## src/hdl/cfq_pkg.sv

```systemverilog
// Types and constants of the circular FIFO queue.
package cfq_pkg;

    localparam int DATA_W = 32;
    localparam int CAP_W  = 9;

    localparam logic [CAP_W-1:0]  CAP_RESET   = 9'd256;
    localparam logic [DATA_W-1:0] EMPTY_VALUE = {DATA_W{1'b1}};

    typedef enum logic [1:0] {
        OP_ENQUEUE = 2'd0,
        OP_DEQUEUE = 2'd1,
        OP_REPORT  = 2'd2
    } cfq_op_t;

    typedef struct packed {
        logic [1:0]               operation;
        logic signed [DATA_W-1:0] value;
    } cfq_in_t;

    typedef struct packed {
        logic                     success;
        logic signed [DATA_W-1:0] front_value;
        logic signed [DATA_W-1:0] rear_value;
        logic                     is_empty;
        logic                     is_full;
    } cfq_out_t;

    typedef struct packed {
        logic en;
        logic we;
    } cfq_mem_ctl_t;

    // Operation outcome handed from the pointer logic to the result stage.
    typedef struct packed {
        logic              ok;
        logic              upd_rear;
        logic              upd_front_val;
        logic              upd_front_mem;
        logic              is_empty;
        logic              is_full;
        logic [DATA_W-1:0] value;
    } cfq_stage_t;

endpackage

```

## src/hdl/cfq_ctrl.sv

```systemverilog
// Head/tail pointers, empty flag and capacity; issues slot memory accesses.
module cfq_ctrl import cfq_pkg::*; #(
    parameter int DEPTH = 256,
    parameter int AW    = 8
) (
    input  logic              aclk,
    input  logic              aresetn,
    input  logic              in_acc,
    input  cfq_in_t           in_item,
    input  logic              cfg_we,
    input  logic [CAP_W-1:0]  cfg_data,
    output cfq_mem_ctl_t      mem_ctl,
    output logic [AW-1:0]     mem_addr,
    output logic [DATA_W-1:0] mem_wdata,
    output cfq_stage_t        stage_info
);

    // Capacity clamped to 1..DEPTH, kept as the last usable index.
    function automatic logic [AW-1:0] last_index(input logic [CAP_W-1:0] cap);
        int eff;
        eff = int'(cap);
        if (eff == 0) begin
            eff = 1;
        end else if (eff > DEPTH) begin
            eff = DEPTH;
        end
        return AW'(eff - 1);
    endfunction

    localparam logic [AW-1:0] LAST_RESET = last_index(CAP_RESET);

    logic [AW-1:0] head_reg, head_next;
    logic [AW-1:0] tail_reg, tail_next;
    logic          empty_reg, empty_next;
    logic [AW-1:0] last_reg, last_next;
    logic [AW-1:0] head_inc, tail_inc;
    logic          same, q_empty, q_full;

    always_comb begin
        head_inc = (head_reg == last_reg) ? '0 : head_reg + AW'(1);
        tail_inc = (tail_reg == last_reg) ? '0 : tail_reg + AW'(1);
        same     = (head_reg == tail_reg);
        q_empty  = same && empty_reg;
        q_full   = same && !empty_reg;
    end

    always_comb begin
        head_next  = head_reg;
        tail_next  = tail_reg;
        empty_next = empty_reg;
        last_next  = last_reg;
        mem_ctl    = '0;
        mem_addr   = tail_reg;
        mem_wdata  = in_item.value;
        stage_info = '0;
        stage_info.value = in_item.value;
        stage_info.ok    = 1'b1;

        if (cfg_we) begin
            last_next  = last_index(cfg_data);
            head_next  = '0;
            tail_next  = '0;
            empty_next = 1'b1;
        end else if (in_acc) begin
            case (in_item.operation)
                OP_ENQUEUE: begin
                    if (q_full) begin
                        stage_info.ok = 1'b0;
                    end else begin
                        mem_ctl.en  = 1'b1;
                        mem_ctl.we  = 1'b1;
                        tail_next   = tail_inc;
                        empty_next  = 1'b0;
                        stage_info.upd_rear      = 1'b1;
                        stage_info.upd_front_val = q_empty;
                    end
                end
                OP_DEQUEUE: begin
                    if (q_empty) begin
                        stage_info.ok = 1'b0;
                    end else begin
                        // fetch the new front; unused if the queue drains
                        mem_ctl.en  = 1'b1;
                        mem_addr    = head_inc;
                        head_next   = head_inc;
                        empty_next  = (head_inc == tail_reg);
                        stage_info.upd_front_mem = 1'b1;
                    end
                end
                default: begin
                end
            endcase
        end
        stage_info.is_empty = (head_next == tail_next) && empty_next;
        stage_info.is_full  = (head_next == tail_next) && !empty_next;
    end

    always_ff @(posedge aclk) begin
        if (!aresetn) begin
            head_reg  <= '0;
            tail_reg  <= '0;
            empty_reg <= 1'b1;
            last_reg  <= LAST_RESET;
        end else begin
            head_reg  <= head_next;
            tail_reg  <= tail_next;
            empty_reg <= empty_next;
            last_reg  <= last_next;
        end
    end

endmodule

```

## config.mk

```make
export PLATFORM = sky130hd
export DESIGN_NAME = cfq_ctrl
export DESIGN_NICKNAME = d
export VERILOG_FILES = /design/src/hdl/cfq_pkg.sv /design/src/hdl/cfq_ctrl.sv
export SDC_FILE = /design/constraint.sdc
export NUM_CORES = 1
export LEC_CHECK = 0
export ABC_AREA = 1
export BUFFER_PORTS_ARGS = -buffer_cell sky130_fd_sc_hd__buf_2
export CORE_MARGIN = 2
export CORE_UTILIZATION = 35
export CTS_CLUSTER_SIZE = 10
export DETAILED_ROUTE_END_ITERATION = 10
export PLACE_DENSITY_LB_ADDON = 0.15
export SYNTH_ARGS = -nofsm -noshare
export SYNTH_HDL_FRONTEND = slang
export SYNTH_SLANG_ARGS = --single-unit
```

## constraint.sdc

```tcl
create_clock -name aclk -period 2.1 [get_ports aclk]
set_input_delay 0.315 -clock aclk [delete_from_list [all_inputs] [get_ports aclk]]
set_output_delay 0.315 -clock aclk [all_outputs]
set_load 0.02 [all_outputs]
```

# Yosys cells after proc, flatten, opt, wreduce, memory -nomap -nowiden
# Cells that the tools add are included.
# word_totals
reg_bits	25
in_bits	47
out_inout_bits	80
wordCells	57
# op_classes
addsub	3
magnitude_cmp	1
n_eq_ne	6
mux	35
n_reduce_logical	8
# op_table
cell	n
two-way mux 8 bit	17
equality test 8 bit	5
adder 8 x 1 -> 8 bit (second input constant)	2
two-way mux 2 bit	5
> comparator 9 bit (second input constant)	1
zero test 9 bit	1
two-way mux 1 bit	8
two-way mux 4 bit	2
subtractor 8 x 2 -> 8 bit (second input constant)	1
one-hot mux 1 bit (2 select lines)	3
logical AND 1 bit	4
equality test 2 x 1 -> 1 bit (second input constant)	1
zero test 1 bit	2
zero test 2 bit	1

# Longest topological paths before layout
# logic_depth
word_depth	9
mapped_depth	18
mapped_depth_nobuf	18

# Worst setup path after synthesis
# No wires, ideal clock.
# synth_path
kind	register -> output
start	reg head_reg[0]
end	out stage_info[33] (netlist bit)
arrival_ns	2.038
required_time_ns	1.785
path_slack_ns	-0.253
path_stages_with_launch	18
path_buffers	0
cell_sequence	dfxtp_1 -> ha_1 -> nand2_1 -> inv_1 -> nand3_1 -> nor2_1 -> nand2_1 -> nand2_1 -> nand2_1 -> nand2_1 -> nand2_1 -> inv_1 -> nand2_1 -> nor2_1 -> nand2_1 -> nand2_1 -> a21oi_1 -> nor3_1
# synth_rtl
item	line	text
start: declaration	cfq_ctrl.sv:32	logic [AW-1:0] head_reg, head_next;
start signal: assignment	cfq_ctrl.sv:105	head_reg <= head_next;
end: declaration	cfq_ctrl.sv:15	output cfq_stage_t stage_info

==> metrics.md <==
| Metric | Value |
|---|---|
| Status | `complete, but fails checks` |
| Failing checks | `negative setup slack` |
| Final wirelength | `11,000 um` |
| Fin util | `between 50 and 60%` |
| Area contributors post-synth | `nand2_1, buf_4, dfxtp_1` |
| Area of the core | `around 0.0086 mm2` |
| Crit Reg-Reg Endpoint | `head_reg[7]$_SDFF_PN0_` |
| Worst vdd ir | `0.232 mV` |
| Worst Setup SP | `head_reg[0]$_SDFF_PN0_` |
| GRT Residual Overflow | `0` |
| Hold Fails Final Rpt | `0` |
| CTS max path bufs | `2` |
| Class of the worst hold path | `in -> reg` |
| Worst R2R Start | `tail_reg[7]$_SDFF_PN0_` |
| GRT Util Overall | `22.5%` |
| Root Driver | `clkbuf_8` |
| Clock buffer count from CTS | `3` |
| H-tree levels | `1` |
| Power Density | `269 mW/mm2` |
| Worst setup SP type | `register` |
| Area overhead of the layout relative to synthesis | `50.3%` |
| Post-route ant nets | `0` |
| Post-Synth Adder-Cell Area | `1.22%` |
| Simple logic cell fraction of the synthesized area | `44.2%` |
| Clock Skews | `12.4 ps` |
| FFs w/ async S/R, synth | `0%` |
| Global-route wire length before repair | `17,400 um` |
| Top-area cell type share of the netlist area | `20.2%` |
| Die height | `97.8 um` |
| Pleak | `approximately 2.4 nW` |
| FF+latch count, synth | `25` |
| Post-synth EDFFs | `0` |
| Critical path type | `reg -> out` |
| Number of global-route vias before repair | `~3,500` |
| Max-cap violation count | `0` |
| Via count | `roughly 3,700` |
| Avg Cell Area, Syn | `approximately 5.7 um2` |
| Max transition margin | `72.2%` |
| Largest net degree at the start of global routing | `17` |
| Port Buffer Count | `30` |
| Yosys Warn Count | `0` |
| Post-synthesis mux area share | `0%` |
| Post-Synthesis Cell Area | `0.00308 mm2` |
| Residual DRC | `0` |
| Fmax | `between 300 and 400 MHz` |
| Cell Area, Placed | `0.00376 mm2` |
| Final worst slack | `-639 ps` |
| XOR/XNOR Fraction of Synth Area | `3.13%` |
| Reg2Reg Setup Slack | `110 ps` |
| DP HPWL | `8320 um` |
| I/O pin total | `127` |
| End of the critical path | `stage_info[32]` |
| Top cells by count, synth | `nand2_1, nor2_1, buf_4` |
| Router iterations before antenna repair | `5` |
| Std-Cell Rows | `34` |
| Period minus WS final | `2740 ps` |
| Ys flop type | `dfxtp_1` |
| Mean number of vias per cell | `4.83` |
| Most common cell in the netlist | `nand2_1` |
| Worst-margin pin slew | `slightly above 400 ps` |
| Cell accounting for the most synthesized area | `nand2_1` |
| WL per Instance | `~14 um` |
| Critical Path End Type | `output port` |
| Reg2reg path depth | `14` |
| Initial Utilization | `35.7%` |
| Post-synth cell types | `32` |
| Critical Path RT | `about 1800 ps` |
| Sink Count | `25` |
| Initial DRC Count | `about 230` |
| CP arrival | `about 2400 ps` |
| Final setup fails | `13` |
| Largest family of logic cells by synthesized area | `simple AND/OR/NAND/NOR gates` |
| Placer congestion estimate | `0.984` |
| Worst-path clk slew | `110 ps` |
| Synthesized Nets | `594` |
| Die area | `roughly 0.0096 mm2` |
| Share of cells above drive strength 1 | `48.6%` |
| Largest fanout on the critical path | `7` |
| Period Utilization, post-route | `130%` |
| Syn Inst Count | `roughly 540` |
| ANT cells | `0` |
| Compound-cell area share of the yosys netlist | `6.86%` |
| Sequential share of the synthesized area | `16.2%` |
| Slew Limit Fails | `0` |
| Design Area, Final | `0.00463 mm2` |
| Chip Width | `97.8 um` |
| Hold path depth | `2` |
| Nets | `701` |
| Unrepaired setup endpoints after global routing | `true` |
| Clock Latency Late Sink | `around 290 ps` |
| Initial antenna violation count | `0` |
| CTS tree | `built` |
-- stage by stage --
| step | setup WS (ps) | setup TNS (ps) | std cells | power (mW) | hold WS [ps] |
|---|---|---|---|---|---|
| after CTS | -625 | -4000 | 752 | 1.22 | 311 |
| after global routing | -763 | -5440 | 758 | 1.31 | 309 |
| after global placement | -602 | -1870 | 730 | 0.853 | 520 |
| final | -639 | -3930 | 758 | 1.25 | 310 |
| after detailed placement | -564 | -1670 | 730 | 0.853 | 536 |
| after floorplan | -110 | -214 | 544 | 0.876 | 479 |
-- layer usage --
metal | global-route usage, % | routed length, um | part of all wire [%] | vias up
li1 | - | - | - | 1841
met1 | 30.2 | 5040 | 46 | 1684
met2 | 38.3 | 5200 | 47 | 121
met3 | 2.15 | 543 | 5.0 | 17
met4 | 6.62 | 181 | 1.7 | 0
met5 | 0 | 0 | 0 | -
-- kinds of logic after synthesis --
logic type | after synthesis
AO/OA/AOI/OAI | 38
buffers and inverters | 152
adder cells (fa/ha/maj) | 3
AND/OR/NAND/NOR | 315
flip-flops | 25
XOR/XNOR | 11
-- cell usage in the layout, fill, tap and decap left out, types with 4 or more instances in the layout --
| cell type | Yosys | final |
|---|---|---|
| buf_4 | 67 | 129 |
| nand4_1 | 10 | 10 |
| nor2_2 | 4 | 11 |
| nand2_2 | 3 | 31 |
| nand3_4 | 2 | 6 |
| nand3_1 | 43 | 35 |
| nand3_2 | 2 | 6 |
| nor2_1 | 73 | 53 |
| buf_6 | 6 | 32 |
| nand2_1 | 166 | 134 |
| dfxtp_1 | 25 | 11 |
| dfxtp_2 | 0 | 7 |
| dfxtp_4 | 0 | 7 |
| buf_2 | 2 | 16 |
| a21oi_1 | 11 | 8 |
| o21ai_0 | 16 | 10 |
| inv_1 | 56 | 50 |
| nand2_4 | 3 | 7 |
| xnor2_2 | 0 | 6 |
| o211ai_1 | 4 | 4 |
| inv_2 | 13 | 18 |
| nor2_4 | 1 | 14 |
-- how the worst min path moves through the flow --
stage / start / endpoint / slack [ps]
floorplan: cfg_data[8] / last_reg[7]$_SDFFE_PN1P_ / 480
global placement: last_reg[0]$_SDFFE_PN1P_ / last_reg[0]$_SDFFE_PN1P_ / 520
detailed placement: last_reg[0]$_SDFFE_PN1P_ / last_reg[0]$_SDFFE_PN1P_ / 540
CTS: aresetn / empty_reg$_SDFF_PN1_ / 310
global route: aresetn / empty_reg$_SDFF_PN1_ / 310
finish: aresetn / empty_reg$_SDFF_PN1_ / 310
-- critical path, stage by stage, from the launching register on --
cell,delay [ps]
dfxtp_4,390
buf_4,150
inv_4,50
nand2_1,50
nand2_1,70
nand2_2,60
nor2_4,190
nand2_4,150
nand2_2,130
inv_1,70
nand2_1,130
nand2_1,70
nand2_1,60
nand2_1,90
nor2_2,110
nand3_2,100
nor3_2,110
buf_4,160
-- power by group --
part	switching [mW]	internal [mW]
Combinational	0.231	0.190
Sequential	0.0167	0.481
Clock	0.191	0.137
-- area by class of cell --
cell class	instances	area (um2)
fill	861	4010
multi-input combinational	369	2180
timing repair buffer	179	1450
sequential	25	536
inverter	73	282
tap	108	135
clock buffer	4	45.0
-- what timing repair did --
action                                  4_1_cts  5_1_grt
hold buffers                                  0        0
endpoints found under the setup margin       17       18
pin swaps                                    14       42
gates resized for setup                     107       84
cloned                                        2        0
buffers inserted                             16        7
No activity file was read; power rests on OpenSTA's default activity.
